[src/sv/sste_pkg.sv]
package sste_pkg;

  localparam int unsigned ADDR_BITS_DEF = 27;

  localparam int unsigned OFFSET_W = 27;
  localparam int unsigned BYTES_W  = 28;
  localparam int unsigned HALF_W   = 16;
  localparam int unsigned BUS_W    = 32;
  localparam int unsigned STATUS_W = 3;
  localparam int unsigned PHASE_W  = 3;
  localparam int unsigned ACTION_W = 3;
  localparam int unsigned KIND_W   = 2;
  localparam int unsigned MEMSZ_W  = 28;

  localparam int unsigned IN_DATA_W  = 72;
  localparam int unsigned OUT_DATA_W = 120;

  localparam logic [MEMSZ_W-1:0] MEM_SIZE_RST = 28'd33554432;
  localparam logic [BUS_W-1:0]   BASE_RST     = 32'hC000_0000;

  localparam logic [ACTION_W-1:0] ACT_START  = 3'd0;
  localparam logic [ACTION_W-1:0] ACT_WDONE  = 3'd1;
  localparam logic [ACTION_W-1:0] ACT_RDATA  = 3'd2;
  localparam logic [ACTION_W-1:0] ACT_CANCEL = 3'd3;
  localparam logic [ACTION_W-1:0] ACT_READY  = 3'd4;

  localparam logic [KIND_W-1:0] KIND_WRITE = 2'd0;
  localparam logic [KIND_W-1:0] KIND_READ  = 2'd1;
  localparam logic [KIND_W-1:0] KIND_DONE  = 2'd2;
  localparam logic [KIND_W-1:0] KIND_ACK   = 2'd3;

  localparam logic [STATUS_W-1:0] ST_OK        = 3'd0;
  localparam logic [STATUS_W-1:0] ST_BAD_ARG   = 3'd1;
  localparam logic [STATUS_W-1:0] ST_BAD_STATE = 3'd2;
  localparam logic [STATUS_W-1:0] ST_RANGE     = 3'd3;
  localparam logic [STATUS_W-1:0] ST_VERIFY    = 3'd4;
  localparam logic [STATUS_W-1:0] ST_CANCELLED = 3'd5;
  localparam logic [STATUS_W-1:0] ST_BUSY      = 3'd6;

  localparam logic [0:0] CFG_MEM_SIZE = 1'b0;
  localparam logic [0:0] CFG_BASE     = 1'b1;

  typedef enum logic [1:0] {
    CUR_HOLD,
    CUR_LOAD,
    CUR_REWIND,
    CUR_STEP
  } cursor_cmd_t;

  function automatic logic [HALF_W-1:0] pattern_value(input logic [BUS_W-1:0] x,
                                                      input logic [1:0] pass);
    logic [HALF_W-1:0] v;
    v = pass[1] ? x[31:16] : x[15:0];
    return pass[0] ? ~v : v;
  endfunction

  function automatic logic [HALF_W-1:0] walking_value(input logic [3:0] bit_idx,
                                                      input logic inverted);
    logic [HALF_W-1:0] v;
    v = HALF_W'(1) << bit_idx;
    return inverted ? ~v : v;
  endfunction

endpackage

[src/sv/sdram_self_test_engine_unit.sv]
// Channel | Dir | Handshake         | Payload
// in_     | in  | in_tvalid/tready  | tuser: action; tdata: start_offset, test_bytes, read_data
// out_    | out | out_tvalid/tready | tuser: kind; tdata: address .. fail_phase
// cfg_    | in  | cfg_valid/ready   | cfg_index, cfg_data
// An item is registered on entry and its result is then registered in the output register.
// One item per cycle while out_tready is high; the step logic sits between the two registers.
// A stalled result holds; the input register still takes one item while it waits.
// Reset (rst_n low at a clock edge) clears the test state and restores the config registers.
module sdram_self_test_engine_unit #(
  parameter int unsigned ADDR_BITS = sste_pkg::ADDR_BITS_DEF
) (
  input  logic                             clk,
  input  logic                             rst_n,
  input  logic                             in_tvalid,
  output logic                             in_tready,
  // action[2:0]
  input  logic [sste_pkg::ACTION_W-1:0]    in_tuser,
  // start_offset[26:0], test_bytes[54:27], read_data[70:55], zero pad[71]
  input  logic [sste_pkg::IN_DATA_W-1:0]   in_tdata,
  output logic                             out_tvalid,
  input  logic                             out_tready,
  // kind[1:0]
  output logic [sste_pkg::KIND_W-1:0]      out_tuser,
  // address[31:0], write_data[47:32], status[50:48], fail_offset[77:51],
  // fail_expected[93:78], fail_actual[109:94], fail_phase[112:110], zero pad[119:113]
  output logic [sste_pkg::OUT_DATA_W-1:0]  out_tdata,
  input  logic                             cfg_valid,
  output logic                             cfg_ready,
  input  logic [0:0]                       cfg_index,
  input  logic [sste_pkg::BUS_W-1:0]       cfg_data
);

  typedef enum logic [1:0] {
    STG_WALK,
    STG_FILL,
    STG_CHECK
  } stage_t;

  logic [sste_pkg::MEMSZ_W-1:0] mem_size_r;
  logic [sste_pkg::BUS_W-1:0]   base_r;

  logic                          item_valid_r, item_valid_nxt;
  logic [sste_pkg::ACTION_W-1:0] act_r;
  logic [sste_pkg::OFFSET_W-1:0] off_r;
  logic [sste_pkg::BYTES_W-1:0]  bytes_r;
  logic [sste_pkg::HALF_W-1:0]   data_r;

  logic                          ready_r, ready_nxt;
  logic                          busy_r, busy_nxt;
  stage_t                        stage_r, stage_nxt;
  logic [3:0]                    walk_bit_r, walk_bit_nxt;
  logic                          walk_inv_r, walk_inv_nxt;
  logic [1:0]                    pass_r, pass_nxt;
  logic [sste_pkg::HALF_W-1:0]   exp_r, exp_nxt;
  logic                          await_r, await_nxt;

  logic                          out_valid_r, out_valid_nxt;
  logic [sste_pkg::KIND_W-1:0]   kind_r, kind_nxt;
  logic [sste_pkg::BUS_W-1:0]    addr_r, addr_nxt;
  logic [sste_pkg::HALF_W-1:0]   wdata_r, wdata_nxt;
  logic [sste_pkg::STATUS_W-1:0] status_r, status_nxt;
  logic [sste_pkg::OFFSET_W-1:0] foff_r, foff_nxt;
  logic [sste_pkg::HALF_W-1:0]   fexp_r, fexp_nxt;
  logic [sste_pkg::HALF_W-1:0]   fact_r, fact_nxt;
  logic [sste_pkg::PHASE_W-1:0]  fphase_r, fphase_nxt;

  logic                          fire;
  logic                          expects_read;
  logic                          is_req;
  logic [sste_pkg::OFFSET_W-1:0] count;
  logic [sste_pkg::MEMSZ_W-1:0]  room;

  sste_pkg::cursor_cmd_t         cmd;
  logic                          more;
  logic [sste_pkg::BUS_W-1:0]    boff_nxt;
  logic [ADDR_BITS-1:0]          x_nxt;
  logic [sste_pkg::BUS_W-1:0]    boff_cur;
  logic [sste_pkg::BUS_W-1:0]    rs32;
  logic [sste_pkg::BUS_W-1:0]    x32;

  sste_cursor #(
    .ADDR_BITS(ADDR_BITS)
  ) u_cursor (
    .clk          (clk),
    .rst_n        (rst_n),
    .cmd          (cmd),
    .ld_offset    (ADDR_BITS'(off_r)),
    .ld_count     (ADDR_BITS'(count)),
    .more         (more),
    .boff_nxt     (boff_nxt),
    .x_nxt        (x_nxt),
    .boff_cur     (boff_cur),
    .region_start (rs32)
  );

  assign fire      = item_valid_r && (!out_valid_r || out_tready);
  assign in_tready = !item_valid_r || fire;
  assign cfg_ready = 1'b1;

  assign count        = bytes_r[sste_pkg::BYTES_W-1:1];
  assign room         = mem_size_r - sste_pkg::MEMSZ_W'(off_r);
  assign x32          = sste_pkg::BUS_W'(x_nxt);
  assign expects_read = (stage_r == STG_CHECK) || ((stage_r == STG_WALK) && await_r);

  always_comb begin
    ready_nxt    = ready_r;
    busy_nxt     = busy_r;
    stage_nxt    = stage_r;
    walk_bit_nxt = walk_bit_r;
    walk_inv_nxt = walk_inv_r;
    pass_nxt     = pass_r;
    exp_nxt      = exp_r;
    await_nxt    = await_r;
    cmd          = sste_pkg::CUR_HOLD;
    is_req       = 1'b0;
    kind_nxt     = sste_pkg::KIND_ACK;
    wdata_nxt    = '0;
    status_nxt   = sste_pkg::ST_OK;
    foff_nxt     = '0;
    fexp_nxt     = '0;
    fact_nxt     = '0;
    fphase_nxt   = '0;

    if (fire) begin
      unique case (act_r)
        sste_pkg::ACT_START: begin
          if (busy_r) begin
            status_nxt = sste_pkg::ST_BUSY;
          end else if (bytes_r[0] || (bytes_r < sste_pkg::BYTES_W'(2))) begin
            kind_nxt   = sste_pkg::KIND_DONE;
            status_nxt = sste_pkg::ST_BAD_ARG;
          end else if (!ready_r) begin
            kind_nxt   = sste_pkg::KIND_DONE;
            status_nxt = sste_pkg::ST_BAD_STATE;
          end else if (off_r[0]) begin
            kind_nxt   = sste_pkg::KIND_DONE;
            status_nxt = sste_pkg::ST_BAD_ARG;
          end else if ((sste_pkg::MEMSZ_W'(off_r) > mem_size_r) ||
                       (count > room[sste_pkg::MEMSZ_W-1:1])) begin
            kind_nxt   = sste_pkg::KIND_DONE;
            status_nxt = sste_pkg::ST_RANGE;
          end else begin
            busy_nxt     = 1'b1;
            stage_nxt    = STG_WALK;
            walk_bit_nxt = '0;
            walk_inv_nxt = 1'b0;
            pass_nxt     = '0;
            await_nxt    = 1'b0;
            cmd          = sste_pkg::CUR_LOAD;
            exp_nxt      = sste_pkg::walking_value(4'd0, 1'b0);
            kind_nxt     = sste_pkg::KIND_WRITE;
            wdata_nxt    = exp_nxt;
            is_req       = 1'b1;
          end
        end
        sste_pkg::ACT_WDONE: begin
          if (!busy_r || expects_read) begin
            status_nxt = sste_pkg::ST_BAD_STATE;
          end else if (stage_r == STG_WALK) begin
            await_nxt = 1'b1;
            kind_nxt  = sste_pkg::KIND_READ;
            is_req    = 1'b1;
          end else if (more) begin
            cmd       = sste_pkg::CUR_STEP;
            exp_nxt   = sste_pkg::pattern_value(x32, pass_r);
            kind_nxt  = sste_pkg::KIND_WRITE;
            wdata_nxt = exp_nxt;
            is_req    = 1'b1;
          end else begin
            cmd       = sste_pkg::CUR_REWIND;
            stage_nxt = STG_CHECK;
            exp_nxt   = sste_pkg::pattern_value(x32, pass_r);
            kind_nxt  = sste_pkg::KIND_READ;
            is_req    = 1'b1;
          end
        end
        sste_pkg::ACT_RDATA: begin
          if (!busy_r || !expects_read) begin
            status_nxt = sste_pkg::ST_BAD_STATE;
          end else if (data_r != exp_r) begin
            kind_nxt   = sste_pkg::KIND_DONE;
            status_nxt = sste_pkg::ST_VERIFY;
            if (stage_r == STG_WALK) begin
              foff_nxt   = rs32[sste_pkg::OFFSET_W-1:0];
              fphase_nxt = '0;
            end else begin
              foff_nxt   = boff_cur[sste_pkg::OFFSET_W-1:0];
              fphase_nxt = sste_pkg::PHASE_W'(pass_r) + sste_pkg::PHASE_W'(1);
            end
            fexp_nxt  = exp_r;
            fact_nxt  = data_r;
            ready_nxt = 1'b0;
            busy_nxt  = 1'b0;
            await_nxt = 1'b0;
          end else if (stage_r == STG_WALK) begin
            await_nxt = 1'b0;
            if ((walk_bit_r == 4'd15) && walk_inv_r) begin
              walk_bit_nxt = '0;
              walk_inv_nxt = 1'b0;
              pass_nxt     = '0;
              stage_nxt    = STG_FILL;
              cmd          = sste_pkg::CUR_REWIND;
              exp_nxt      = sste_pkg::pattern_value(x32, 2'd0);
            end else begin
              if (!walk_inv_r) begin
                walk_inv_nxt = 1'b1;
              end else begin
                walk_inv_nxt = 1'b0;
                walk_bit_nxt = walk_bit_r + 4'd1;
              end
              exp_nxt = sste_pkg::walking_value(walk_bit_nxt, walk_inv_nxt);
            end
            kind_nxt  = sste_pkg::KIND_WRITE;
            wdata_nxt = exp_nxt;
            is_req    = 1'b1;
          end else if (more) begin
            cmd      = sste_pkg::CUR_STEP;
            exp_nxt  = sste_pkg::pattern_value(x32, pass_r);
            kind_nxt = sste_pkg::KIND_READ;
            is_req   = 1'b1;
          end else if (pass_r == 2'd3) begin
            busy_nxt  = 1'b0;
            stage_nxt = STG_WALK;
            kind_nxt  = sste_pkg::KIND_DONE;
          end else begin
            pass_nxt  = pass_r + 2'd1;
            stage_nxt = STG_FILL;
            cmd       = sste_pkg::CUR_REWIND;
            exp_nxt   = sste_pkg::pattern_value(x32, pass_nxt);
            kind_nxt  = sste_pkg::KIND_WRITE;
            wdata_nxt = exp_nxt;
            is_req    = 1'b1;
          end
        end
        sste_pkg::ACT_CANCEL: begin
          if (!busy_r) begin
            status_nxt = sste_pkg::ST_BAD_STATE;
          end else begin
            busy_nxt   = 1'b0;
            await_nxt  = 1'b0;
            stage_nxt  = STG_WALK;
            kind_nxt   = sste_pkg::KIND_DONE;
            status_nxt = sste_pkg::ST_CANCELLED;
          end
        end
        sste_pkg::ACT_READY: begin
          ready_nxt = 1'b1;
        end
        default: begin
          status_nxt = sste_pkg::ST_BAD_ARG;
        end
      endcase
    end

    addr_nxt = is_req ? (base_r + boff_nxt) : '0;
  end

  always_comb begin
    if (in_tvalid && in_tready) begin
      item_valid_nxt = 1'b1;
    end else if (fire) begin
      item_valid_nxt = 1'b0;
    end else begin
      item_valid_nxt = item_valid_r;
    end
    if (fire) begin
      out_valid_nxt = 1'b1;
    end else if (out_tready) begin
      out_valid_nxt = 1'b0;
    end else begin
      out_valid_nxt = out_valid_r;
    end
  end

  always_ff @(posedge clk) begin
    if (!rst_n) begin
      mem_size_r <= sste_pkg::MEM_SIZE_RST;
      base_r     <= sste_pkg::BASE_RST;
    end else if (cfg_valid && cfg_ready) begin
      unique case (cfg_index)
        sste_pkg::CFG_MEM_SIZE: mem_size_r <= cfg_data[sste_pkg::MEMSZ_W-1:0];
        sste_pkg::CFG_BASE:     base_r     <= cfg_data;
        default: begin
        end
      endcase
    end
  end

  always_ff @(posedge clk) begin
    if (in_tvalid && in_tready) begin
      act_r   <= in_tuser;
      off_r   <= in_tdata[26:0];
      bytes_r <= in_tdata[54:27];
      data_r  <= in_tdata[70:55];
    end
  end

  always_ff @(posedge clk) begin
    if (!rst_n) begin
      item_valid_r <= 1'b0;
      out_valid_r  <= 1'b0;
      ready_r      <= 1'b0;
      busy_r       <= 1'b0;
      stage_r      <= STG_WALK;
      walk_bit_r   <= '0;
      walk_inv_r   <= 1'b0;
      pass_r       <= '0;
      exp_r        <= '0;
      await_r      <= 1'b0;
    end else begin
      item_valid_r <= item_valid_nxt;
      out_valid_r  <= out_valid_nxt;
      ready_r      <= ready_nxt;
      busy_r       <= busy_nxt;
      stage_r      <= stage_nxt;
      walk_bit_r   <= walk_bit_nxt;
      walk_inv_r   <= walk_inv_nxt;
      pass_r       <= pass_nxt;
      exp_r        <= exp_nxt;
      await_r      <= await_nxt;
    end
    if (fire) begin
      kind_r   <= kind_nxt;
      addr_r   <= addr_nxt;
      wdata_r  <= wdata_nxt;
      status_r <= status_nxt;
      foff_r   <= foff_nxt;
      fexp_r   <= fexp_nxt;
      fact_r   <= fact_nxt;
      fphase_r <= fphase_nxt;
    end
  end

  assign out_tvalid = out_valid_r;
  assign out_tuser  = kind_r;
  assign out_tdata  = {7'd0, fphase_r, fact_r, fexp_r, foff_r, status_r, wdata_r, addr_r};

  a_idle_no_read: assert property (@(posedge clk) disable iff (!rst_n)
    !busy_r |-> !await_r)
    else $error("read awaited while no test runs");

  a_read_only_walk: assert property (@(posedge clk) disable iff (!rst_n)
    await_r |-> (stage_r == STG_WALK))
    else $error("walking read flag set outside the walking stage");

  a_req_while_busy: assert property (@(posedge clk) disable iff (!rst_n)
    (out_valid_r && ((kind_r == sste_pkg::KIND_WRITE) || (kind_r == sste_pkg::KIND_READ)))
      |-> busy_r)
    else $error("memory request shown while no test runs");

  a_fail_clears_ready: assert property (@(posedge clk) disable iff (!rst_n)
    (out_valid_r && (status_r == sste_pkg::ST_VERIFY)) |-> (!ready_r && !busy_r))
    else $error("verify failure left the device ready or the test busy");

endmodule

[src/sv/sste_cursor.sv]
module sste_cursor #(
  parameter int unsigned ADDR_BITS = sste_pkg::ADDR_BITS_DEF
) (
  input  logic                        clk,
  input  logic                        rst_n,
  input  sste_pkg::cursor_cmd_t       cmd,
  input  logic [ADDR_BITS-1:0]        ld_offset,
  input  logic [ADDR_BITS-1:0]        ld_count,
  output logic                        more,
  output logic [sste_pkg::BUS_W-1:0]  boff_nxt,
  output logic [ADDR_BITS-1:0]        x_nxt,
  output logic [sste_pkg::BUS_W-1:0]  boff_cur,
  output logic [sste_pkg::BUS_W-1:0]  region_start
);

  logic [ADDR_BITS-1:0]       hc_r, hc_nxt;
  logic [ADDR_BITS-1:0]       rs_r, rs_nxt;
  logic [ADDR_BITS-1:0]       rh_r, rh_nxt;
  logic [ADDR_BITS-1:0]       x_r;
  logic [sste_pkg::BUS_W-1:0] boff_r;
  logic [ADDR_BITS-1:0]       hc_inc;

  assign hc_inc       = hc_r + 1'b1;
  assign more         = hc_inc < rh_r;
  assign boff_cur     = boff_r;
  assign region_start = sste_pkg::BUS_W'(rs_r);

  always_comb begin
    hc_nxt   = hc_r;
    rs_nxt   = rs_r;
    rh_nxt   = rh_r;
    x_nxt    = x_r;
    boff_nxt = boff_r;
    unique case (cmd)
      sste_pkg::CUR_HOLD: begin
      end
      sste_pkg::CUR_LOAD: begin
        hc_nxt   = '0;
        rs_nxt   = ld_offset;
        rh_nxt   = ld_count;
        x_nxt    = ld_offset >> 1;
        boff_nxt = sste_pkg::BUS_W'(ld_offset);
      end
      sste_pkg::CUR_REWIND: begin
        hc_nxt   = '0;
        x_nxt    = rs_r >> 1;
        boff_nxt = sste_pkg::BUS_W'(rs_r);
      end
      sste_pkg::CUR_STEP: begin
        hc_nxt   = hc_inc;
        x_nxt    = x_r + 1'b1;
        boff_nxt = boff_r + sste_pkg::BUS_W'(2);
      end
      default: begin
      end
    endcase
  end

  always_ff @(posedge clk) begin
    if (!rst_n) begin
      hc_r   <= '0;
      rs_r   <= '0;
      rh_r   <= '0;
      x_r    <= '0;
      boff_r <= '0;
    end else begin
      hc_r   <= hc_nxt;
      rs_r   <= rs_nxt;
      rh_r   <= rh_nxt;
      x_r    <= x_nxt;
      boff_r <= boff_nxt;
    end
  end

endmodule
[config.mk]
export PLATFORM = sky130hd
export DESIGN_NAME = sdram_self_test_engine_unit
export DESIGN_NICKNAME = d
export VERILOG_FILES = /design/src/sv/sste_pkg.sv /design/src/sv/sdram_self_test_engine_unit.sv /design/src/sv/sste_cursor.sv
export SDC_FILE = /design/constraint.sdc
export NUM_CORES = 1
export LEC_CHECK = 0
export BUFFER_PORTS_ARGS = -buffer_cell sky130_fd_sc_hd__buf_2
export CAP_MARGIN = 10
export CORE_ASPECT_RATIO = 1.2
export CORE_UTILIZATION = 55
export DETAILED_ROUTE_END_ITERATION = 10
export GPL_ROUTABILITY_DRIVEN = 1
export PLACE_DENSITY_LB_ADDON = 0.1
export SYNTH_ARGS = -nofsm -noshare
export SYNTH_HDL_FRONTEND = slang
export SYNTH_SLANG_ARGS = --single-unit
[constraint.sdc]
create_clock -name clk -period 8.41 [get_ports clk]
set_clock_uncertainty 0.1 [all_clocks]
set_input_delay 0.841 -clock clk [delete_from_list [all_inputs] [get_ports clk]]
set_output_delay 0.841 -clock clk [all_outputs]
set_load 0.005 [all_outputs]
### After elaboration in Yosys (flattened, before gate mapping)

Index checks and enable logic that the tools add are counted.

| storage, ports and cells | value |
|---|---|
| bits in registers | 419 |
| bits in latches | 0 |
| bits in writable memories | 0 |
| ROM bits | 0 |
| input port bits | 113 |
| output and inout port bits | 125 |
| logic and storage cells | 287 |
| memories kept | 0 |

| operators by class | value |
|---|---|
| add/sub/neg operators | 8 |
| $mul | 0 |
| div/mod/pow operators | 0 |
| order comparisons | 4 |
| eq/ne operators | 33 |
| shift operators | 1 |
| multiplexer cells | 169 |
| bitwise operators | 6 |
| reductions and logical operators | 37 |

Operator list:

| cell | count |
|---|---|
| two-way mux 16 bit | 26 |
| case mux 16 bit (3 select lines) | 2 |
| case mux 32 bit (3 select lines) | 1 |
| two-way mux 2 bit | 45 |
| case mux 27 bit (3 select lines) | 1 |
| two-way mux 4 bit | 16 |
| two-way mux 1 bit | 61 |
| adder 27 x 1 -> 27 bit (second input constant) | 2 |
| case mux 27 bit (2 select lines) | 1 |
| NOT 16 bit | 3 |
| AND reduction 12 bit | 3 |
| adder 32 x 2 -> 32 bit (second input constant) | 1 |
| adder 32 bit | 1 |
| greater-than comparator 27 x 28 -> 1 bit | 1 |
| < comparator 28 x 2 -> 1 bit (second input constant) | 1 |
| inequality test 2 bit (second input constant) | 14 |
| subtractor 28 x 27 -> 28 bit | 1 |
| greater-than comparator 27 bit | 1 |
| < comparator 27 bit | 1 |
| two-way mux 27 bit | 1 |
| inequality test 3 bit (second input constant) | 7 |
| inequality test 16 bit | 1 |
| case mux 2 bit (4 select lines) | 2 |
| left shift 1 x 4 -> 16 bit (first input constant) | 1 |
| 35 further kinds | 64 |

### Logic depth before layout (Yosys ltp)

| logic depth | value |
|---|---|
| depth after elaboration | 21 |
| depth in mapped cells | 42 |
| mapped depth without buffers | 39 |

### Hierarchy

From an unflattened synthesis, not the netlist that was laid out.

| second synthesis, totals | value |
|---|---|
| cell total of the unflattened synthesis | 2742 |
| area total of the unflattened synthesis | 24448.4 µm² |

Modules (own cells, without submodules):

| module | times used | cells each | area an instance (µm²) | seq. area each (µm²) |
|---|---|---|---|---|
| sdram_self_test_engine_unit | 1 | 1675 | 15911.5 | 7477.2 |
| sste_cursor | 1 | 1067 | 8536.9 | 2802.7 |

### Worst setup path after synthesis

No wires, ideal clock.

| path | value |
|---|---|
| path kind | register to register |
| start point | reg off_r[0] (netlist name) |
| end point | reg addr_r[31] (netlist name) (data pin) |
| library setup time | 266 ps |
| arrival time | 7947 ps |
| data required time | 8044 ps |
| path slack | 97 ps |
| stages on the path, launching flop included | 41 |
| path buffers | 3 |
| clock period less this slack | 8313 ps |
| cells stage by stage | edfxtp_1 nor2b_1 fa_1 nand2b_1 a21oi_1 o21ai_0 a21oi_1 o21ai_0 a21oi_1 o21ai_0 a21boi_0 o21bai_1 a31oi_1 nor4_1 a311oi_1 ha_1 nand4_2 nor4_2 [5 not listed] nor2_1 clkbuf_1 clkbuf_1 a211oi_1 inv_1 ha_1 a21o_1 a21o_1 a21oi_1 o31ai_1 a221oi_1 o211ai_1 nand3_1 a221oi_1 a31o_2 a31oi_1 xnor2_1 nor2_1 |

| between the ends | value |
|---|---|
| word-level cells in the longest chain between the ends | 13 |
| elaborated cells between the ends (all ways) | 23 |
| those cells by class | add/sub: 2; order compare: 2; eq/ne: 3; mux: 15; reduce/logical: 1 |

RTL lines:

| what | RTL line | source |
|---|---|---|
| from (decl) | sdram_self_test_engine_unit.sv:44 | `logic [sste_pkg::OFFSET_W-1:0] off_r;` |
| from (signal assigned) | sdram_self_test_engine_unit.sv:292 | `off_r <= in_tdata[26:0];` |
| subtractor 28 x 27 -> 28 bit | sdram_self_test_engine_unit.sv:101 | `assign room = mem_size_r - sste_pkg::MEMSZ_W'(off_r);` |
| greater-than comparator 27 bit | sdram_self_test_engine_unit.sv:139 | `(count > room[sste_pkg::MEMSZ_W-1:1])) begin` |
| logical OR 1 bit | sdram_self_test_engine_unit.sv:138 | `end else if ((sste_pkg::MEMSZ_W'(off_r) > mem_size_r) \|\|` |
| two-way mux 1 bit | sdram_self_test_engine_unit.sv:138 |  |
| two-way mux 1 bit (*) | sdram_self_test_engine_unit.sv:135 | `end else if (off_r[0]) begin` |
| two-way mux 1 bit (*) | sdram_self_test_engine_unit.sv:132 | `end else if (!ready_r) begin` |
| two-way mux 1 bit (*) | sdram_self_test_engine_unit.sv:129 | `end else if (bytes_r[0] \|\| (bytes_r < sste_pkg::BYTES_W'(2))) begin` |
| two-way mux 1 bit (*) | sdram_self_test_engine_unit.sv:127 | `if (busy_r) begin` |
| case mux 2 bit (3 select lines) (*) | sdram_self_test_engine_unit.sv:125 | `unique case (act_r)` |
| two-way mux 2 bit (*) | sdram_self_test_engine_unit.sv:124 | `if (fire) begin` |
| equality test 2 bit or equality test 2 x 1 -> 1 bit (tied branches) | sste_cursor.sv:34 | `unique case (cmd)` |
| case mux 32 bit (3 select lines) (*) | sste_cursor.sv:34 |  |
| net boff_nxt, one bit | sdram_self_test_engine_unit.sv:75 | `logic [sste_pkg::BUS_W-1:0] boff_nxt;` |
| adder 32 bit (*) | sdram_self_test_engine_unit.sv:255 | `addr_nxt = is_req ? (base_r + boff_nxt) : '0;` |
| to (signal assigned) | sdram_self_test_engine_unit.sv:324 | `addr_r <= addr_nxt;` |
| to (decl) | sdram_self_test_engine_unit.sv:59 | `logic [sste_pkg::BUS_W-1:0] addr_r, addr_nxt;` |

Mark *: on every way through the listed nets, which the timed path passes. The rest lies on a longest branch.
A chain may end at the register's enable or synchronous reset.

### Worst setup path after layout

| path | value |
|---|---|
| start point | reg off_r[1] (netlist name) |
| end point | reg addr_r[28] (netlist name) (data pin) |

| between the ends | value |
|---|---|
| word-level cells in the longest chain between the ends | 13 |
| elaborated cells between the ends (all ways) | 23 |
| those cells by class | add/sub: 2; order compare: 2; eq/ne: 3; mux: 15; reduce/logical: 1 |

RTL lines:

| what | RTL line |
|---|---|
| subtractor 28 x 27 -> 28 bit | sdram_self_test_engine_unit.sv:101 |
| greater-than comparator 27 bit | sdram_self_test_engine_unit.sv:139 |
| logical OR 1 bit (*) | sdram_self_test_engine_unit.sv:138 |
| two-way mux 1 bit (*) | sdram_self_test_engine_unit.sv:138 |
| two-way mux 1 bit (*) | sdram_self_test_engine_unit.sv:135 |
| two-way mux 1 bit (*) | sdram_self_test_engine_unit.sv:132 |
| two-way mux 1 bit (*) | sdram_self_test_engine_unit.sv:129 |
| two-way mux 1 bit (*) | sdram_self_test_engine_unit.sv:127 |
| case mux 2 bit (3 select lines) (*) | sdram_self_test_engine_unit.sv:125 |
| two-way mux 2 bit (*) | sdram_self_test_engine_unit.sv:124 |
| equality test 2 bit or equality test 2 x 1 -> 1 bit (tied branches) | sste_cursor.sv:34 |
| case mux 32 bit (3 select lines) (*) | sste_cursor.sv:34 |
| net boff_nxt, one bit | sdram_self_test_engine_unit.sv:75 |
| adder 32 bit (*) | sdram_self_test_engine_unit.sv:255 |

Marked as above.

==> impl_metrics.yaml <==
cells_and_area:
  final_cell_mix: "434 x nand2_1, 326 x a21oi_1, 262 x buf_4"
  stdcell_count: 3852
  area_growth_pct: 21.9
  regArea_sq_um: 10300
  final_common_cell: "nand2_1"
  antennaDiodeCount: 0
  stdcell_area_sq_um: 29700
  fillers: 3621
  drive_gt1_share_pct: 21.3
  multi_input_area_sq_um: 13400
  fin_nets: 3487
sta:
  min_period_over_period_pct: 98.0
  worst_pin_slew_ns: 1.22
  rsz0062_at_grt: "yes"
  setup_viol: 0
  hold_viol_final: 0
  fmax_mhz: 121
  fin_crit_ns: 8.24
  final_max_slew_viol_count: 0
  relSlewSlack_pct: 18.8
  hold_slack_ns: 0.312
pwr:
  power.leakage_nw: 11.7
  powerDensity_nw_per_um2: 162
  design_power_total_mw: 4.83
  ir_worst_vdd_uv: 177
die:
  io_pins: 238
  rows: 84
  die_w_microns: 194
  coreArea_sq_um: 43800
  die_h_microns: 233
  die-area_sq_um: 45200
  start_util_pct: 55.7
yosys:
  async_reset_ff_share_pct: 0
  syn-cell-area_sq_um: 24400
  avgSynthCellArea_sq_um: 8.53
  yosys.area.top_type_share_pct: 23.3
  ys_seq_area_share_pct: 42.1
  ys_ff_latch: 419
  ys.flop_type: "dfxtp_1"
  synthCells: 2860
  synth_top_area_cell: "edfxtp_1"
  synth-edff-count: 189
  synth_area_leaders: "edfxtp_1 23%, dfxtp_1 19%, a21oi_1 7.0%"
  synth_warnings: 0
  ys_types: 97
critical_path:
  arrival_ns: 8.47
  crit_required_ns: 8.63
  critPathMaxFanout: 5
  critical_path_class: "reg -> reg"
  worst_path_max_delay_cell: "or4_4"
  endpoint_kind: "flop"
  slowest_delay_ns: 0.43
  cp-start-kind: "flop"
grt:
  grt_usage_pct: 36.8
  antenna_found_initial: 2
  grt_pass1_wl_mm: 128
  grt_max_degree: 94
  grt_pass1_vias: 22200
  grt_overflow_total: 0
clock_tree:
  htreeDepth: 2
  cts.sinks: 419
  ctsHoldBuffers: 0
  numCtsBuffers: 44
  clk_latency_ns: 0.60
  cts_tree: "yes"
  clk_pin_slew_ns: 0.06
  cts_root_buf: "clkbuf_16"
  cts_max_path_buffers: 3
detailed_routing:
  via_per_inst: 6.21
  wl_per_cell_microns: 22.5
  num_vias: 23900
  first_iter_violations: 2219
  dr.pass1.iters: 6
  drt-total-wl_mm: 86.5
  ant_nets: 0
  drc: 0
status:
  status: "finished clean"
placement:
  place_area_sq_um: 27400
  gp_congestion: 1.04
  port_buffers: 228
  dpl.hpwl_mm: 63.1
  placed_cells: 3733
min_path:
  hp-class: "in -> reg"
run:
  cap_violations: 0
## metrics by stage
stage / TNS (ns) / setup WS [ns] / util [%]
floorplan: 0 / 0.0970 / -
global placement: -4.74 / -0.533 / 62.4
detailed placement: -9.34 / -0.820 / 62.4
CTS: 0 / 0.0141 / 66.4
global route: -1.48 / -0.195 / 67.9
finish: 0 / 0.169 / 67.9
## layer usage
layer  wire (microns)  GRT usage (%)  vias up
li1                 -              -    11100
met1            33200           44.4    11400
met2            40800           61.5     1112
met3             5780           4.68      301
met4             6750           25.8        0
met5                0              0        -
## synth_stat cells, types with 8 or more instances
master	instances
or3_1	16
mux2i_1	22
nand3_1	103
o211ai_1	14
a311oi_1	14
dfxtp_1	230
nand2_1	435
o32ai_1	9
a21boi_0	10
nand3b_1	10
buf_2	10
nor3_1	66
o21a_1	12
a21o_1	36
o22ai_1	9
a211oi_1	25
nand4_1	34
edfxtp_1	189
nor2_1	219
o31ai_1	28
clkbuf_1	114
buf_4	10
a22oi_1	15
a31o_2	11
nor4_1	30
inv_1	112
a31oi_1	34
or2_2	9
o21ai_0	136
nor3b_1	8
xor2_1	60
clkbuf_8	8
xnor2_1	52
and3_1	45
nand2b_1	14
a21oi_1	339
ha_1	115
and2_1	82
buf_1	17
## worst max-delay path, delay by kind of cell (launching register included)
kind / cells / cell delay [ns]
buf+inv: 5 / 0.47
compound gates: 19 / 3.63
simple gates: 11 / 1.98
xor+xnor: 2 / 0.24
fa+ha+maj: 4 / 1.15
flops: 1 / 0.42
## kinds of logic (layout without fill, tap and decap cells)
kind of cell             after synthesis  count (layout)  synth area share (%)
AO/OA/AOI/OAI                        805             805                  20.7
other                                  2               8                0.0308
AND/OR/NAND/NOR                     1099            1099                  20.9
multiplexers                          26              26                  1.09
XOR/XNOR                             113             113                  4.09
flip-flops                           419             419                  42.1
buffers and inverters                279             706                  4.98
adder cells (fa/ha/maj)              117             117                  6.06
## worst paths after layout
check                           slack [ns]                to             start  cells after the start
worst max-delay path                  0.17        addr_r[28]          off_r[1]                     41
worst min-delay path                  0.31         off_r[22]      in_tdata[22]                      1
worst max register to register        0.17        addr_r[28]          off_r[1]                     41
worst min register to register        0.35  u_cursor.rh_r[6]  u_cursor.rh_r[6]                      2
## sequential cells by signal (all words and copies together) (netlist names), 2 cells and up
register / flops
pass_r: 2
u_cursor.x_r: 27
u_cursor.rh_r: 27
mem_size_r: 28
out_tuser: 2
stage_r: 2
u_cursor.hc_r: 27
exp_r: 16
foff_r: 27
fphase_r: 3
act_r: 3
data_r: 16
u_cursor.boff_cur: 32
addr_r: 32
status_r: 3
fexp_r: 16
fact_r: 16
wdata_r: 16
u_cursor.rs_r: 27
walk_bit_r: 4
off_r: 27
bytes_r: 28
base_r: 32
## power by group
group | internal [mW] | switching, mW
Sequential | 2.19 | 0.0427
Combinational | 0.177 | 0.258
Clock | 1.30 | 0.864
## timing repair
action / in CTS / in global routing
setup endpoints to repair: 21 / 22
gates cloned: 0 / 1
buffers inserted: 5 / 30
pin swaps: 16 / 66
resized for setup: 27 / 95
## layout make-up
type,count,area share [%]
inverter,115,1.47
multi-input combinational,2168,45.0
sequential,419,34.6
clock buffer,63,4.25
timing repair buffer,509,11.2
clock inverter,19,1.10
tap,559,2.35
Note: power is estimated with default switching activity, not from simulation.
